**src/rtl/cfe_ram.sv**
```systemverilog
`default_nettype none
module cfe_ram #(
	parameter int WIDTH = 8,
	parameter int DEPTH = 16
) (
	input  wire logic                     clk,
	input  wire logic                     we,
	input  wire logic [$clog2(DEPTH)-1:0] addr,
	input  wire logic [WIDTH-1:0]         wdata,
	output logic      [WIDTH-1:0]         rdata
);

	logic [WIDTH-1:0] mem [DEPTH];

	always_ff @(posedge clk) begin
		if (we) begin
			mem[addr] <= wdata;
		end
		rdata <= mem[addr];
	end

endmodule
`default_nettype wire

```
**config.mk**
```make
export PLATFORM = sky130hd
export DESIGN_NAME = cfe_ram
export DESIGN_NICKNAME = d
export VERILOG_FILES = /design/src/rtl/cfe_ram.sv
export SDC_FILE = /design/constraint.sdc
export NUM_CORES = 1
export LEC_CHECK = 0
export ABC_AREA = 1
export ABC_CLOCK_PERIOD_IN_PS = 2400
export BUFFER_PORTS_ARGS = -buffer_cell sky130_fd_sc_hd__buf_2
export CAP_MARGIN = 20
export CORE_AREA = 2 2 100 102
export DETAILED_ROUTE_END_ITERATION = 16
export DIE_AREA = 0 0 102 104
export PLACE_DENSITY = 0.87
export SKIP_LAST_GASP = 1
export SYNTH_ARGS = -nofsm -noshare
export SYNTH_HDL_FRONTEND = slang
export SYNTH_SLANG_ARGS = --single-unit
```
**constraint.sdc**
```tcl
create_clock -name clk -period 2.4 [get_ports clk]
set_input_delay 0.48 -clock clk [delete_from_list [all_inputs] [get_ports clk]]
set_output_delay 0.48 -clock clk [all_outputs]
set_load 0.01 [all_outputs]
```
==> flow_metrics.env, run 1 <==
export IMPL_status="finished, final reports clean"
export IMPL_wl_per_cell_um=16.2
export IMPL_cpMaxStageDelayCell="nor2_1"
export IMPL_end_kind="register"
export IMPL_h_tree_depth=4
export IMPL_min_path_type="primary input to register"
export IMPL_setup_violations_final=0
export IMPL_cts_hold_buf=0
export IMPL_initial_core_util_pct=58.6
export IMPL_avgSynthCellArea_um2=10.2
export IMPL_place_congestion=0.855
export IMPL_antenna_left=0
export IMPL_gr_total_overflow=0
export IMPL_final_layout_size_suffix_gt1_share_pct=12.0
export IMPL_peakVddDrop_uv=690
export IMPL_antenna_found_initial=0
export IMPL_worst_path_max_fanout=19
export IMPL_grt_pass1_vias=3730
export IMPL_synth_edf_count=128
export IMPL_nFillCells=670
export IMPL_netlist_top_cells_area="edfxtp_1 (69%), nand2_1 (23%), dfxtp_1 (2.9%), inv_1 (1.4%), nor2_1 (1.2%)"
export IMPL_syn_area_um2=5590
export IMPL_synthAdderAreaFrac_pct=0
export IMPL_drt_iter0_markers=482
export IMPL_design_core_area_um2=9550
export IMPL_synth_most_common_cell="nand2_1"
export IMPL_port_buffers=21
export IMPL_synth_xor_area_share_pct=0
export IMPL_synthesis_nets=562
export IMPL_yosys_area_top_type_share_pct=68.7
export IMPL_synth_compound_area_share_pct=0
export IMPL_finalClockSkew_ns=0.0119
export IMPL_dp_hpwl_um=7340
export IMPL_synth_simple_area_share_pct=24.8
export IMPL_die_area_um2=10600
export IMPL_seqPwrFrac_pct=49.7
export IMPL_drc=0
export IMPL_internal_power_mw=4.05
export IMPL_cp_startpoint="addr[0]"
export IMPL_multiInputGateArea_um2=1390
export IMPL_num_antenna_cells=0
export IMPL_ys_types=11
export IMPL_grt_use_total_pct=24.5
export IMPL_path_clk_slew_ns=0.07
export IMPL_fin_tns_setup_ns=0
export IMPL_r2r_start="mem[4][1]"
export IMPL_comb_power_share_pct=6.1
export IMPL_period_share_pct=60.9
export IMPL_switching_share_pct=24.5
export IMPL_max_slew_margin_pct=56.4
export IMPL_synth_seq_area_share_pct=71.6
export IMPL_synth_common_cells="nand2_1 (346), edfxtp_1 (128), inv_1 (21), nor2_1 (18), buf_2 (12)"
export IMPL_cts_buffers=17
export IMPL_fmax_ghz=0.684
export IMPL_area_growth_pct=15.0
export IMPL_register_area_um2=4000
export IMPL_synth_warnings=0
export IMPL_clkSinkCount=136
export IMPL_cp_arrival_ns=1.64
export IMPL_ys_seq_elements=136
export IMPL_synth_area_mux_share_pct=0
export IMPL_pwr_density_cell_nw_per_um2=835
export IMPL_first_pass_iters=5
export IMPL_fp_dieW_um=102
export IMPL_start_kind="primary input"
export IMPL_async_flop_share_pct=0
export IMPL_cts_tree="built"
export IMPL_tightest_slew_ns=0.652
export IMPL_rsz0062_at_grt="no"
export IMPL_synth_top_family_by_area="simple AND/OR/NAND/NOR gates"
export IMPL_cp_data_required_time_ns=2.57
export IMPL_postSynthCellCount=548
export IMPL_clk_latency_ns=0.55
export IMPL_worstHoldStart="wdata[6]"
export IMPL_grt_pass1_wl_um=18900
export IMPL_routed_wl_um=11800
export IMPL_nets=599
export IMPL_slowest_delay_ns=0.57
export IMPL_root_buffer="clkbuf_8"
export IMPL_final_area_um2=6430
export IMPL_yosysTopAreaCell="edfxtp_1"
export IMPL_post_drt_via_cell_ratio=5.27
export IMPL_fp_row_count=36
export IMPL_die_h_um=104
export IMPL_hold_violations=0
export IMPL_cts_setup_buffers=0
export IMPL_vias=3853
export IMPL_fin_util_pct=67.3
export IMPL_clock_path_buffers=2
export IMPL_critPathKind="primary input to register"
export IMPL_cts_resized_gates=0
export IMPL_hold_ws_ns=0.381
export IMPL_p_leak_nw=2.78
export IMPL_period_minus_slack_ns=1.46
export IMPL_place_area_um2=5880
export IMPL_synthFlopType="edfxtp_1"
export IMPL_finalPower_mw=5.37
export IMPL_cap_violations=0
export IMPL_io_pins=22
export IMPL_grt_start_max_net_pins=48
export IMPL_power_share_clock_pct=44.3
export IMPL_crit_chain="buf_2 > buf_4 > nand3_1 > nor2_1"
export IMPL_power_switching_mw=1.32
export IMPL_maxSlewViolCount=0
-- path summary, 6_finish.rpt --
path | slack (ns) | cells after the start | end
min reg2reg | 0.73 | 8 | rdata[4]
min | 0.38 | 1 | mem[0][6]
max | 0.94 | 4 | mem[1][0]
max reg2reg | 1.32 | 8 | rdata[1]
-- area by class of cell --
type	instances	area share [%]
Clock inverter	15	2.06
Timing Repair Buffer	39	3.74
Inverter	23	1.34
Sequential cell	136	62.3
Multi-Input combinational cell	368	21.6
Tap cell	133	2.59
Clock buffer	17	6.44
-- flip-flops by register name, indices dropped and copies added (netlist names) --
register,cells
mem,128
rdata,8
-- routing by layer --
metal  vias up  part of all wire (%)  track usage [%]
li1       1829                     -                -
met1      1794                    40             32.3
met2       193                    49             37.9
met3        37                   7.5             6.79
met4         0                   2.7             11.3
met5         -                     0                0
-- stage by stage --
step                setup slack (ns)  cells
floorplan                      0.543    548
global placement               0.464    699
detailed placement             0.428    699
CTS                            0.941    731
global route                   0.812    731
finish                         0.937    731
-- logic make-up (layout without fill, tap and decap cells) --
family	Yosys count	count (layout)
and+or+nand+nor	368	368
DFF	136	136
buffers and inverters	44	94
-- cells in the final DEF (no fill, tap or decap) --
master | Yosys | routed
inv_6 | 0 | 8
clkinvlp_4 | 0 | 3
inv_1 | 21 | 21
nand2_1 | 346 | 346
buf_2 | 12 | 21
clkbuf_8 | 0 | 1
inv_8 | 0 | 2
inv_2 | 1 | 1
nor2_1 | 18 | 18
clkinv_1 | 1 | 1
dfxtp_1 | 8 | 8
clkbuf_16 | 0 | 16
buf_4 | 6 | 18
nand3_1 | 4 | 4
clkinv_4 | 0 | 2
edfxtp_1 | 128 | 128
-- power groups by stage --
stage               combinational (mW)  clock [mW]  sequential (mW)
global route                     0.365        2.49             2.67
floorplan                        0.183           0             2.73
global placement                 0.308           0             2.72
detailed placement               0.318           0             2.72
CTS                              0.322        2.40             2.67
finish                           0.326        2.38             2.67
-- critical path: cells and delay by family --
family	cells	cell delay (ns)
buf+inv	2	0.33
simple gates	2	0.81
(Power assumes the default switching activity.)
==> run 2: changes to the inputs <==
Settings changed: ABC_CLOCK_PERIOD_IN_PS 2400 to 1500.
Clock period 2.4 ns to 1.5 ns, I/O delays scaled along.
==> run 2 against run 1 <==
Combinational power rose by 69%. Clock skew fell by 0.0047 ns. Total power rose by 66%. Critical path type is now register to primary output. Cell area rose by 3.2%. Via count rose by 4.3%. Utilization rose by 2.2 points. Wire length rose by 3.7%.
==> flow_metrics.env, run 2 (same netlist as run 1, synthesis figures left out) <==
export IMPL_antenna_left=0
export IMPL_worst_path_max_fanout=1
export IMPL_start_kind="register"
export IMPL_reg_top3="mem: 128 flops, rdata: 8 flops"
export IMPL_cap_violations=0
export IMPL_cp_depth=1
export IMPL_gr_total_overflow=0
export IMPL_grt_pass1_vias=3967
export IMPL_wl_per_cell_um=16.6
export IMPL_hold_depth=1
export IMPL_grt_start_max_net_pins=49
export IMPL_cp_data_required_time_ns=1.20
export IMPL_rsz0062_at_grt="no"
export IMPL_root_buffer="clkbuf_8"
export IMPL_fin_tns_setup_ns=0
export IMPL_fin_util_pct=69.5
export IMPL_status="finished, final reports clean"
export IMPL_design_core_area_um2=9550
export IMPL_r2r_cells=8
export IMPL_crit_buf_inv=1
export IMPL_end_kind="primary output"
export IMPL_cts_tree="built"
export IMPL_cp_arrival_ns=1.01
export IMPL_regMostFlops="mem"
export IMPL_nets=608
export IMPL_final_cell_mix="nand2_1 (346), edfxtp_1 (128), inv_1 (21), buf_2 (21), buf_4 (21)"
export IMPL_slowest_delay_ns=0.33
export IMPL_first_pass_iters=5
export IMPL_routed_wl_um=12200
export IMPL_min_path_type="primary input to register"
export IMPL_clock_path_buffers=2
export IMPL_cts_setup_buffers=0
export IMPL_hold_violations=0
export IMPL_peakVddDrop_uv=1110
export IMPL_die_h_um=104
export IMPL_largest_reg_flops=128
export IMPL_p_leak_nw=2.87
export IMPL_num_antenna_cells=0
export IMPL_dp_hpwl_um=7440
export IMPL_fp_dieW_um=102
export IMPL_period_share_pct=87.1
export IMPL_final_layout_size_suffix_gt1_share_pct=14.5
export IMPL_cts_resized_gates=0
export IMPL_antenna_found_initial=1
export IMPL_period_minus_slack_ns=1.31
export IMPL_grt_pass1_wl_um=19600
export IMPL_area_growth_pct=18.7
export IMPL_drt_iter0_markers=353
export IMPL_clk_latency_ns=0.54
export IMPL_mostFrequentLayoutCell="nand2_1"
export IMPL_initial_core_util_pct=58.6
export IMPL_die_area_um2=10600
export IMPL_crit_chain="buf_2"
export IMPL_setup_violations_final=0
export IMPL_clkSinkCount=136
export IMPL_pwr_density_cell_nw_per_um2=1340
export IMPL_cpLargestDelayFamily="flip-flops"
export IMPL_post_drt_via_cell_ratio=5.43
export IMPL_max_slew_margin_pct=72.1
export IMPL_fmax_ghz=0.765
export IMPL_cpMaxStageDelayCell="dfxtp_1"
export IMPL_path_clk_slew_ns=0.06
export IMPL_io_pins=22
export IMPL_h_tree_depth=4
export IMPL_finalClockSkew_ns=0.00725
export IMPL_vias=4020
export IMPL_place_congestion=0.896
export IMPL_tightest_slew_ns=0.419
export IMPL_fp_row_count=36
export IMPL_drc=0
export IMPL_maxSlewViolCount=0
export IMPL_cts_hold_buf=0
export IMPL_port_buffers=21
export IMPL_cts_buffers=17
export IMPL_nFillCells=591
export IMPL_grt_use_total_pct=25.2
export IMPL_critPathKind="register to primary output"
-- run 2: power by group --
group | internal (mW) | switching [mW] | leakage [nW] | total [mW]
Sequential | 4.25 | 0.0252 | 1.22 | 4.27
Combinational | 0.161 | 0.391 | 1.36 | 0.552
Clock | 2.53 | 1.55 | 0.282 | 4.08
-- run 2: cell type report --
type	count	area (µm²)	area share (%)
well taps	133	166	2.51
inverters	23	86.3	1.30
repair buffers	48	383	5.77
multi-input cells	368	1410	21.2
clock buffers	17	414	6.24
clock inverters	15	179	2.70
flip-flops and latches	136	4000	60.3
-- run 2: per-stage QoR --
step                      worst slack [ns]  std cells  cell area (µm²)  power [mW]  hold slack, ns
after floorplan                     -0.124        548             5610        4.66           0.399
after global placement              0.0498        708             6050        4.86           0.690
after detailed placement            0.0366        708             6050        4.89           0.698
after CTS                            0.184        740             6640        8.93           0.173
after global routing                 0.149        740             6640        9.16           0.181
final                                0.193        740             6640        8.91           0.197
-- run 2: per-layer routing --
metal  vias to the layer above  GRT usage [%]  part of all wire, %
met5                         -              0                 0.11
met4                         2           12.8                  3.8
met3                        48           8.74                   11
met2                       289           38.7                   49
met1                      1839           31.5                   36
li1                       1842              -                    -
-- run 2: final timing paths --
| path | start | end | slack, ns |
|---|---|---|---|
| max reg2reg | mem[13][2] | rdata[2] | 0.46 |
| min reg2reg | mem[1][7] | rdata[7] | 0.72 |
| min | wdata[5] | mem[1][5] | 0.20 |
| max | rdata[0] | rdata[0] | 0.19 |
==> run 3: changes to the inputs <==
Settings changed: CORE_AREA 2 2 100 102 to 5 5 103 105, CTS_BUF_LIST set to sky130_fd_sc_hd__clkbuf_4, DIE_AREA 0 0 102 104 to 0 0 108 110.
==> run 3 against run 2 <==
Clock power decreased by 37%. Cell area down 4.2%. Clock skew grew 0.0046 ns. Count of clock-buffer cells in the layout up 2. Wire length is 2.5% lower. Sequential power hardly changed. Hold slack lost 0.013 ns. Final cell count grew 0.41%. Die area up 12%. Worst setup slack got worse by 0.017 ns. Critical endpoint is now rdata[7].
==> flow_metrics.env, run 3 (same netlist as run 1, synthesis figures left out) <==
export IMPL_status="finished, final reports clean"
export IMPL_design_core_area_um2=9550
export IMPL_slowest_delay_ns=0.35
export IMPL_drc=0
export IMPL_wl_met3_um=845
export IMPL_worst_path_max_fanout=1
export IMPL_rsz0062_at_grt="no"
export IMPL_regMostFlops="mem"
export IMPL_period_minus_slack_ns=1.32
export IMPL_cts_buffers=17
export IMPL_cts_resized_gates=0
export IMPL_r2r_start="mem[5][1]"
export IMPL_maxSlewViolCount=0
export IMPL_tightest_slew_ns=0.415
export IMPL_min_path_type="primary input to register"
export IMPL_cts_tree="built"
export IMPL_wl_per_cell_um=16.1
export IMPL_vias=3810
export IMPL_setup_violations_final=0
export IMPL_grt_pass1_vias=3654
export IMPL_cp_arrival_ns=1.02
export IMPL_final_cell_mix="nand2_1 (346), edfxtp_1 (128), buf_4 (25)"
export IMPL_crit_buf_inv=1
export IMPL_wl_met1_um=4910
export IMPL_final_layout_size_suffix_gt1_share_pct=14.6
export IMPL_mostFrequentLayoutCell="nand2_1"
export IMPL_place_congestion=0.916
export IMPL_dp_hpwl_um=7750
export IMPL_cp_startpoint="rdata[7]"
export IMPL_grt_use_total_pct=21.9
export IMPL_cp_data_required_time_ns=1.20
export IMPL_p_leak_nw=2.75
export IMPL_clkSinkCount=136
export IMPL_grt_pass1_wl_um=19000
export IMPL_wl_met2_um=5860
export IMPL_end_kind="primary output"
export IMPL_start_kind="register"
export IMPL_antenna_left=0
export IMPL_fp_row_count=36
export IMPL_peakVddDrop_uv=462
export IMPL_final_area_um2=6360
export IMPL_hold_violations=0
export IMPL_worstHoldStart="wdata[4]"
export IMPL_antenna_found_initial=1
export IMPL_cpMaxStageDelayCell="dfxtp_1"
export IMPL_critPathKind="register to primary output"
export IMPL_die_area_um2=11900
export IMPL_path_clk_slew_ns=0.11
export IMPL_first_pass_iters=5
export IMPL_dp_slack_ns=-0.0177
export IMPL_fp_dieW_um=108
export IMPL_place_area_um2=6040
export IMPL_cts_hold_buf=0
export IMPL_crit_chain="buf_2"
export IMPL_drt_iter0_markers=420
export IMPL_cpLargestDelayFamily="flip-flops"
export IMPL_area_growth_pct=13.7
export IMPL_port_buffers=21
export IMPL_post_drt_via_cell_ratio=5.13
export IMPL_clk_latency_ns=0.53
export IMPL_largest_reg_flops=128
export IMPL_nFillCells=667
export IMPL_hold_ws_ns=0.184
export IMPL_initial_core_util_pct=58.6
export IMPL_root_buffer="clkbuf_4"
export IMPL_pwr_density_cell_nw_per_um2=1160
export IMPL_finalClockSkew_ns=0.0118
export IMPL_fmax_ghz=0.755
export IMPL_reg_top3="mem: 128 flops, rdata: 8 flops"
export IMPL_die_h_um=110
export IMPL_io_pins=22
export IMPL_gr_total_overflow=0
export IMPL_fin_ws_ns=0.176
export IMPL_nets=610
export IMPL_cts_setup_buffers=0
export IMPL_clock_path_buffers=2
export IMPL_routed_wl_um=11900
export IMPL_max_slew_margin_pct=72.4
export IMPL_grt_start_max_net_pins=33
export IMPL_period_share_pct=88.3
export IMPL_highest_layer="met5"
export IMPL_finalPower_mw=7.40
export IMPL_h_tree_depth=4
export IMPL_fin_util_pct=66.6
export IMPL_cap_violations=0
## run 3: worst paths after layout
| path | end | slack [ns] | cells after the start |
|---|---|---|---|
| worst max-delay path | rdata[7] | 0.18 | 1 |
| worst min-delay path | mem[14][4] | 0.18 | 1 |
| worst max register to register | rdata[1] | 0.44 | 8 |
| worst min register to register | rdata[0] | 0.74 | 8 |
## run 3: report_power, final
group	internal [mW]	switching, mW
sequential	4.24	0.0250
combinational	0.159	0.382
clock	1.35	1.24
## run 3: area by class of cell
| class | instances | area (µm²) | share of cell area (%) |
|---|---|---|---|
| Inverter | 23 | 86.3 | 1.36 |
| Clock inverter | 13 | 179 | 2.81 |
| Antenna cell | 1 | 2.50 | 0.0393 |
| Multi-Input combinational cell | 368 | 1410 | 22.1 |
| Timing Repair Buffer | 50 | 373 | 5.86 |
| Tap cell | 133 | 166 | 2.62 |
| Clock buffer | 19 | 143 | 2.24 |
| Sequential cell | 136 | 4000 | 63.0 |
## run 3: metrics by stage
step	setup TNS [ns]	cells
floorplan	-13.13	548
global placement	0	710
detailed placement	-0.141	710
CTS	0	742
global route	0	742
finish	0	743
## run 3: per-layer routing
metal  global-route usage, %  vias to the layer above
li1                        -                     1852
met4                    8.39                        2
met2                    36.0                      157
met3                    5.53                       33
met1                    28.4                     1766
met5                       0                        -
