===== config.mk =====
export PLATFORM = sky130hd
export DESIGN_NAME = cfe_hash
export DESIGN_NICKNAME = d
export VERILOG_FILES = /design/src/rtl/cfe_pkg.sv /design/src/rtl/cfe_hash.sv
export SDC_FILE = /design/constraint.sdc
export NUM_CORES = 2
export LEC_CHECK = 0
export BUFFER_PORTS_ARGS = -buffer_cell sky130_fd_sc_hd__clkbuf_2
export CORE_ASPECT_RATIO = 1.4
export CORE_MARGIN = 4
export CORE_UTILIZATION = 43
export DETAILED_ROUTE_END_ITERATION = 6
export MAX_ROUTING_LAYER = met4
export SLEW_MARGIN = 20
export SYNTH_ARGS = -nofsm -noshare
export SYNTH_HDL_FRONTEND = slang
export SYNTH_SLANG_ARGS = --single-unit
export TNS_END_PERCENT = 50

===== constraint.sdc =====
create_clock -name clk -period 14.98 [get_ports clk]
set_input_delay 1.498 -clock clk [delete_from_list [all_inputs] [get_ports clk]]
set_output_delay 1.498 -clock clk [all_outputs]
set_load 0.05 [all_outputs]

===== src/rtl/cfe_pkg.sv =====
`default_nettype none
package cfe_pkg;

	localparam int NUM_SLOTS    = 4096;
	localparam int BUCKET_SLOTS = 8;
	localparam int NUM_BUCKETS  = NUM_SLOTS / BUCKET_SLOTS;
	localparam int BKT_W        = $clog2(NUM_BUCKETS);
	localparam int MAX_KICKS    = 100;
	localparam int KICK_W       = $clog2(MAX_KICKS + 1);
	localparam int KEY_BYTES    = 16;
	localparam int KEY_W        = 8 * KEY_BYTES;
	localparam int ROW_W        = 8 * BUCKET_SLOTS;

	localparam logic [31:0] MM_C1     = 32'hcc9e2d51;
	localparam logic [31:0] MM_C2     = 32'h1b873593;
	localparam logic [31:0] MM_N      = 32'he6546b64;
	localparam logic [31:0] MM_F1     = 32'h85ebca6b;
	localparam logic [31:0] MM_F2     = 32'hc2b2ae35;
	localparam logic [31:0] MM_SEED   = 32'h00000003;
	localparam logic [31:0] LFSR_TAPS = 32'h80200003;

	localparam logic [1:0] CFG_BUCKET_COUNT = 2'd0;
	localparam logic [1:0] CFG_RANDOM_SEED  = 2'd1;

	typedef enum logic [1:0] {
		REQ_INSERT = 2'd0,
		REQ_LOOKUP = 2'd1,
		REQ_DELETE = 2'd2
	} req_t;

	typedef enum logic [3:0] {
		S_CLEAR, S_IDLE, S_FP, S_H1, S_H2, S_CHK1, S_CHK2,
		S_KRD, S_KSWAP, S_KHASH, S_KCHK, S_OUT
	} state_t;

	typedef enum logic [2:0] {
		H_IDLE, H_NEXT, H_K1, H_K2, H_MIX, H_F1, H_F2, H_DIV
	} hstate_t;

	typedef enum logic [0:0] {
		H_FIN_OFF, H_FIN_ON
	} hfin_t;

	typedef struct packed {
		logic        start;
		logic [4:0]  len;
		logic [31:0] xor_val;
	} hreq_t;

	typedef struct packed {
		logic             done;
		logic [BKT_W-1:0] bucket;
	} hres_t;

	localparam logic [7:0] PEARSON [256] = '{
		8'd98,  8'd6,   8'd85,  8'd150, 8'd36,  8'd23,  8'd112, 8'd164,
		8'd135, 8'd207, 8'd169, 8'd5,   8'd26,  8'd64,  8'd165, 8'd219,
		8'd61,  8'd20,  8'd68,  8'd89,  8'd130, 8'd63,  8'd52,  8'd102,
		8'd24,  8'd229, 8'd132, 8'd245, 8'd80,  8'd216, 8'd195, 8'd115,
		8'd90,  8'd168, 8'd156, 8'd203, 8'd177, 8'd120, 8'd2,   8'd190,
		8'd188, 8'd7,   8'd100, 8'd185, 8'd174, 8'd243, 8'd162, 8'd10,
		8'd237, 8'd18,  8'd253, 8'd225, 8'd8,   8'd208, 8'd172, 8'd244,
		8'd255, 8'd126, 8'd101, 8'd79,  8'd145, 8'd235, 8'd228, 8'd121,
		8'd123, 8'd251, 8'd67,  8'd250, 8'd161, 8'd107, 8'd255, 8'd97,
		8'd241, 8'd111, 8'd181, 8'd82,  8'd249, 8'd33,  8'd69,  8'd55,
		8'd59,  8'd153, 8'd29,  8'd9,   8'd213, 8'd167, 8'd84,  8'd93,
		8'd30,  8'd46,  8'd94,  8'd75,  8'd151, 8'd114, 8'd73,  8'd222,
		8'd197, 8'd96,  8'd210, 8'd45,  8'd16,  8'd227, 8'd248, 8'd202,
		8'd51,  8'd152, 8'd252, 8'd125, 8'd81,  8'd206, 8'd215, 8'd186,
		8'd39,  8'd158, 8'd178, 8'd187, 8'd131, 8'd136, 8'd1,   8'd49,
		8'd50,  8'd17,  8'd141, 8'd91,  8'd47,  8'd129, 8'd60,  8'd99,
		8'd154, 8'd35,  8'd86,  8'd171, 8'd105, 8'd34,  8'd38,  8'd200,
		8'd147, 8'd58,  8'd77,  8'd118, 8'd173, 8'd246, 8'd76,  8'd254,
		8'd133, 8'd232, 8'd196, 8'd144, 8'd198, 8'd124, 8'd53,  8'd4,
		8'd108, 8'd74,  8'd223, 8'd234, 8'd134, 8'd230, 8'd157, 8'd139,
		8'd189, 8'd205, 8'd199, 8'd128, 8'd176, 8'd19,  8'd211, 8'd236,
		8'd127, 8'd192, 8'd231, 8'd70,  8'd233, 8'd88,  8'd146, 8'd44,
		8'd183, 8'd201, 8'd22,  8'd83,  8'd13,  8'd214, 8'd116, 8'd109,
		8'd159, 8'd32,  8'd95,  8'd226, 8'd140, 8'd220, 8'd57,  8'd12,
		8'd221, 8'd31,  8'd209, 8'd182, 8'd143, 8'd92,  8'd149, 8'd184,
		8'd148, 8'd62,  8'd113, 8'd65,  8'd37,  8'd27,  8'd106, 8'd166,
		8'd3,   8'd14,  8'd204, 8'd72,  8'd21,  8'd41,  8'd56,  8'd66,
		8'd28,  8'd193, 8'd40,  8'd217, 8'd25,  8'd54,  8'd179, 8'd117,
		8'd238, 8'd87,  8'd240, 8'd155, 8'd180, 8'd170, 8'd242, 8'd212,
		8'd191, 8'd163, 8'd78,  8'd218, 8'd137, 8'd194, 8'd175, 8'd110,
		8'd43,  8'd119, 8'd224, 8'd71,  8'd122, 8'd142, 8'd42,  8'd160,
		8'd104, 8'd48,  8'd247, 8'd103, 8'd15,  8'd11,  8'd138, 8'd239
	};

	function automatic logic [31:0] lfsr_next(input logic [31:0] v);
		logic [31:0] s;
		s = {1'b0, v[31:1]};
		if (v[0]) begin
			s = s ^ LFSR_TAPS;
		end
		return s;
	endfunction

endpackage
`default_nettype wire


===== src/rtl/cfe_hash.sv =====
`default_nettype none
module cfe_hash import cfe_pkg::*; (
	input  wire logic             clk,
	input  wire logic             arst_n,
	input  wire hreq_t            req,
	input  wire logic [KEY_W-1:0] key,
	input  wire logic [9:0]       nbkt,
	output hres_t                 res
);

	localparam int DIV_BITS = 32 - $clog2(BUCKET_SLOTS);

	hstate_t st_q, st_d;
	logic [KEY_W-1:0]    key_q;
	logic [4:0]          len_q;
	logic [31:0]         xor_q;
	logic [31:0]         h_q;
	logic [31:0]         t_q;
	logic [2:0]          blk_q;
	logic [DIV_BITS-1:0] quo_q;
	logic [9:0]          rem_q;
	logic [4:0]          cnt_q;
	hfin_t               fin_q;

	logic [2:0]  nb;
	logic [1:0]  rm;
	logic        full;
	logic        more;
	logic [31:0] word;
	logic [31:0] mask;
	logic [31:0] k_in;
	logic [31:0] k1_p;
	logic [31:0] t_rot;
	logic [31:0] k2_p;
	logic [31:0] hx;
	logic [31:0] hrot;
	logic [31:0] mix_h;
	logic [31:0] f1_x;
	logic [31:0] f1_p;
	logic [31:0] f2_p;
	logic [31:0] hfin;
	logic [10:0] r11;
	logic [10:0] rsub;
	logic [9:0]  rem_d;

	assign nb    = len_q[4:2];
	assign rm    = len_q[1:0];
	assign full  = blk_q < nb;
	assign more  = full || (blk_q == nb && rm != 2'd0);
	assign word  = key_q[32*blk_q[1:0] +: 32];
	assign mask  = (rm == 2'd1) ? 32'h000000ff : (rm == 2'd2) ? 32'h0000ffff : 32'h00ffffff;
	assign k_in  = full ? word : (word & mask);
	assign k1_p  = k_in * MM_C1;
	assign t_rot = {t_q[16:0], t_q[31:17]};
	assign k2_p  = t_rot * MM_C2;
	assign hx    = h_q ^ t_q;
	assign hrot  = {hx[18:0], hx[31:19]};
	assign mix_h = {hrot[29:0], 2'b00} + hrot + MM_N;
	assign f1_x  = (h_q ^ {27'd0, len_q}) ^ ((h_q ^ {27'd0, len_q}) >> 16);
	assign f1_p  = f1_x * MM_F1;
	assign f2_p  = (h_q ^ (h_q >> 13)) * MM_F2;
	assign hfin  = h_q ^ (h_q >> 16) ^ xor_q;
	assign r11   = {rem_q, quo_q[DIV_BITS-1]};
	assign rsub  = r11 - {1'b0, nbkt};
	assign rem_d = (r11 >= {1'b0, nbkt}) ? rsub[9:0] : r11[9:0];

	always_ff @(posedge clk or negedge arst_n) begin
		if (!arst_n) begin
			st_q <= H_IDLE;
		end else begin
			st_q <= st_d;
		end
	end

	always_comb begin
		st_d       = st_q;
		res.done   = 1'b0;
		res.bucket = rem_q[BKT_W-1:0];
		case (st_q)
			H_IDLE: begin
				if (req.start) begin
					st_d = H_NEXT;
				end
			end
			H_NEXT: st_d = more ? H_K1 : H_F1;
			H_K1:   st_d = H_K2;
			H_K2:   st_d = H_MIX;
			H_MIX:  st_d = full ? H_NEXT : H_F1;
			H_F1:   st_d = H_F2;
			H_F2:   st_d = H_DIV;
			H_DIV: begin
				if (fin_q == H_FIN_ON && cnt_q == 5'(DIV_BITS)) begin
					res.done = 1'b1;
					st_d     = req.start ? H_NEXT : H_IDLE;
				end
			end
			default: st_d = H_IDLE;
		endcase
	end

	always_ff @(posedge clk) begin
		case (st_q)
			H_IDLE: begin
				if (req.start) begin
					key_q <= key;
					len_q <= req.len;
					xor_q <= req.xor_val;
					h_q   <= MM_SEED;
					blk_q <= 3'd0;
				end
			end
			H_K1: t_q <= k1_p;
			H_K2: t_q <= k2_p;
			H_MIX: begin
				if (full) begin
					h_q   <= mix_h;
					blk_q <= blk_q + 3'd1;
				end else begin
					h_q <= hx;
				end
			end
			H_F1: h_q <= f1_p;
			H_F2: begin
				h_q   <= f2_p;
				fin_q <= H_FIN_OFF;
			end
			H_DIV: begin
				if (fin_q == H_FIN_OFF) begin
					quo_q <= hfin[31:32-DIV_BITS];
					rem_q <= 10'd0;
					cnt_q <= 5'd0;
					fin_q <= H_FIN_ON;
				end else if (cnt_q != 5'(DIV_BITS)) begin
					rem_q <= rem_d;
					quo_q <= {quo_q[DIV_BITS-2:0], 1'b0};
					cnt_q <= cnt_q + 5'd1;
				end else if (req.start) begin
					key_q <= key;
					len_q <= req.len;
					xor_q <= req.xor_val;
					h_q   <= MM_SEED;
					blk_q <= 3'd0;
				end
			end
			default: ;
		endcase
	end

endmodule
`default_nettype wire


==> results_tabular.tex <==
\begin{tabular}{lr}
\hline
Metric & Value \\
\hline
\multicolumn{2}{l}{\textbf{Placement}} \\
\quad Half-perimeter wire length after detailed placement & approximately 120 mm \\
\quad Pre-CTS setup slack & around 5900 ps \\
\quad Global placer's final weighted congestion & about 0.96 \\
\quad Number of instances in the placed design & 6200 \\
\quad I/O Buffers & between 150 and 200 \\
\multicolumn{2}{l}{\textbf{STA}} \\
\quad Crit path time final & about 9000 ps \\
\quad Final TNS setup & 0 ps \\
\quad Hold Vio Cnt, Final & 0 \\
\quad Number of setup violations in the final report & 0 \\
\quad Normalized max-slew margin & 21.24\% \\
\quad Smallest hold slack & 521.7 ps \\
\quad RSZ-0062 raised after global routing & false \\
\quad Least-Margin Pin Slew & between 1000 and 1500 ps \\
\quad Final max-slew violation count & 0 \\
\quad Worst setup margin & between 6000 and 7000 ps \\
\quad Final setup skew & $\sim$37 ps \\
\quad Highest clock rate & 111.6 MHz \\
\quad Tcrit/Tclk final & about three fifths \\
\multicolumn{2}{l}{\textbf{Yosys}} \\
\quad Count of cell types in the netlist & 85 \\
\quad Top post-synthesis cells by area & fa\_1, ha\_1, edfxtp\_1 \\
\quad Cell accounting for the most synthesized area & fa\_1 \\
\quad Number of warnings reported in the yosys synthesis log & 0 \\
\quad Post-synthesis sequential element count & 277 \\
\quad Gate count of the mapped netlist & between 4000 and 5000 \\
\quad Total nets after synthesis & between 6000 and 7000 \\
\quad Most common flop cell mapped by yosys & edfxtp\_1 \\
\quad Post-synthesis sequential area ratio & 17.37\% \\
\quad EDFF count, synth & around 270 \\
\quad Async SR Flop Fraction & under 10\% \\
\quad Mean cell area of the mapped netlist & 10.45 µm² \\
\quad Portion of synthesized cell area occupied by the leading cell type & between 30\% and 40\% \\
\quad Post-synth design cell area & 47800 µm² \\
\multicolumn{2}{l}{\textbf{Worst setup path}} \\
\quad Type of the worst setup path & reg2reg \\
\quad Launching element type of the critical path & flip-flop \\
\quad Category of the worst setup path capture point & flip-flop \\
\quad CP Data Required Time & between 15000 and 20000 ps \\
\quad Arrival time of data at the critical path endpoint & a little over 9000 ps \\
\quad Biggest fanout along the worst timing path & between 40 and 50 \\
\quad CP max-delay cell & buf\_4 \\
\quad Largest stage delay on the critical path & between 500 and 600 ps \\
\quad Worst path most repeated cell & fa\_1 \\
\multicolumn{2}{l}{\textbf{Clocking}} \\
\quad Total of cells resized after clock tree synthesis & 0 \\
\quad Clock buffer count from CTS & 34 \\
\quad Buffer levels on the longest clock path & 3 \\
\quad CTS H-tree depth & 2 \\
\quad Number of buffers added to fix hold violations after cts & 0 \\
\quad Root cell of the clock tree & clkbuf\_16 \\
\quad CTS tree & built \\
\quad Clk Latency, worst-skew pair & $\sim$590 ps \\
\quad Clock-pin slew on the worst setup and hold paths & $\sim$60 ps \\
\quad Number of sinks driven by the clock tree & 277 \\
\quad Number of buffers added for setup after CTS & 0 \\
\multicolumn{2}{l}{\textbf{Die}} \\
\quad Vert. Die Dim & between 400 and 500 µm \\
\quad Core footprint & 110300 µm² \\
\quad Row Count & between 100 and 150 \\
\quad Die span in x & 289.8 µm \\
\quad Effective utilization at floorplan & a little over two fifths \\
\quad Top-level I/O count & $\sim$190 \\
\quad Die area & approximately 120000 µm² \\
\multicolumn{2}{l}{\textbf{GRT}} \\
\quad First-pass GRT wire length & around 210 mm \\
\quad Busiest layer in global routing & met2 \\
\quad Via count of the first global-routing pass & around 35000 \\
\quad Maximum number of pins on one net before global-route repair & 77 \\
\quad Global routing usage on met2 & 44.66\% \\
\quad Met3 global-route usage & between 2 and 2.5\% \\
\quad Met1 track utilization from global routing & between 20\% and 30\% \\
\quad Remaining global-route overflow & 0 \\
\quad Total Routing Usage GR & roughly a quarter \\
\quad Number of antenna violations at the first check in global routing & 4 \\
\multicolumn{2}{l}{\textbf{Outcome}} \\
\quad Violations in the final reports & DRC \\
\quad Outcome & complete, but fails checks \\
\multicolumn{2}{l}{\textbf{Layout}} \\
\quad Highest-count cells in the layout ignoring fill and taps & inv\_1, ha\_1, fa\_1 \\
\quad Final Non-Filler Cells & 6262 \\
\quad Leading cell type in the layout, fill and taps excluded & inv\_1 \\
\quad Layout cells sized above 1 & about 7.5\% \\
\quad Net count, final & between 6000 and 7000 \\
\quad Area delta synth->final & 8.355\% \\
\quad Number of fill cells & roughly 10000 \\
\multicolumn{2}{l}{\textbf{Detailed routing}} \\
\quad Total wirelength of the detailed-routed design & roughly 140 mm \\
\quad Average wire length per cell after detail routing & about 22 µm \\
\quad Initial DRC count & between 1500 and 2000 \\
\quad DR pass1 iterations & 7 \\
\quad Residual antenna-violating net count after detailed routing & 0 \\
\quad Drc violations & 1 \\
\quad Via count & approximately 32000 \\
\quad Number of vias per cell & approximately 5 \\
\multicolumn{2}{l}{\textbf{Run}} \\
\quad Max-cap violation count & 0 \\
\multicolumn{2}{l}{\textbf{Worst hold path}} \\
\quad Type of the tightest min-delay check & reg2reg \\
\hline
\end{tabular}
-- synthesized netlist by cell type, types with 8 or more instances --
master and instances:
xor2_1 116, mux4_2 26, a22oi_1 9, nor2b_1 21, nor2_1 108, o31a_1 9
nor3_1 30, xnor2_1 227, nand2b_1 25, or3_1 16, clkbuf_1 54, inv_1 1324
a211oi_1 30, fa_1 735, nand2_1 150, a21oi_1 112, o21bai_1 15, buf_4 9
mux2i_1 11, edfxtp_1 274, a31oi_1 15, a21o_1 49, ha_1 811, and3_1 8
o21ai_0 142, o211ai_1 14, o31ai_1 13, o21a_1 29, and2_1 14, nand3_1 30
o22ai_1 9, a211o_1 9
-- through the flow --
stage	instance area, µm²	util [%]
finish	51800	46.97
global route	51800	46.97
CTS	51790	46.97
detailed placement	50700	45.98
global placement	50700	45.98
floorplan	47800	-
-- routing by layer --
layer / vias to the layer above / part of all wire, %
met5: - / 0
met3: 356 / 3.8
met2: 841 / 53
met4: 0 / 6.8
li1: 14890 / -
met1: 16080 / 36
-- final timing paths --
kind / start / to / slack, ps / cells after the start
max in group asynchronous: arst_n / st_q[2]$_DFFE_PN0P_ / 14020 / 1
max: blk_q[0]$_SDFFCE_PN0P_ / t_q[31]$_DFFE_PP_ / 6020 / 30
max reg2reg: blk_q[0]$_SDFFCE_PN0P_ / t_q[31]$_DFFE_PP_ / 6020 / 30
min in group asynchronous: arst_n / st_q[0]$_DFFE_PN0P_ / 770 / 1
min: quo_q[2]$_DFFE_PP_ / quo_q[3]$_DFFE_PP_ / 520 / 2
min reg2reg: quo_q[2]$_DFFE_PP_ / quo_q[3]$_DFFE_PP_ / 520 / 2
-- sequential cells by signal (all words and copies together) (netlist names) --
signal / cells
h_q: 32
xor_q: 29
rem_q: 10
blk_q: 3
fin_q: 1
st_q: 3
t_q: 32
len_q: 5
key_q: 128
cnt_q: 5
quo_q: 29
-- final cells by class --
| class | instances | area, µm² | share of cell area, % |
|---|---|---|---|
| tap | 1460 | 1827 | 3.527 |
| clock buffer | 37 | 862.1 | 1.664 |
| multi-input combinational | 2898 | 34250 | 66.13 |
| inverter | 1325 | 4974 | 9.602 |
| timing repair buffer | 240 | 1341 | 2.590 |
| antenna | 3 | 7.507 | 0.01449 |
| clock inverter | 22 | 230.2 | 0.4445 |
| sequential | 277 | 8303 | 16.03 |
-- worst max-delay path, delay by kind of cell (launching register included) --
kind                       cells  cell delay, ps
adders and majority gates     10            4090
AOI/OAI and AO/OA              8            1930
and+or+nand+nor                5            1060
buffers and inverters          5             990
DFF                            1             320
xor gates and xnor gates       1             200
muxes                          1              90
-- kinds of logic (layout without fill, tap and decap cells) --
group | count (synthesis) | count (layout) | synth area share [%]
adders and majority gates | 1546 | 1546 | 52.01
buffers and inverters | 1398 | 1624 | 11.06
AOI/OAI and AO/OA | 531 | 531 | 7.407
and+or+nand+nor | 434 | 434 | 4.251
xor gates and xnor gates | 343 | 343 | 6.285
DFF | 277 | 277 | 17.37
muxes | 44 | 44 | 1.620
other | 0 | 3 | 0
Power is left out: the tool's default activity adds up to more than one toggle a clock period on the data nets, which glitch-free logic cannot reach.
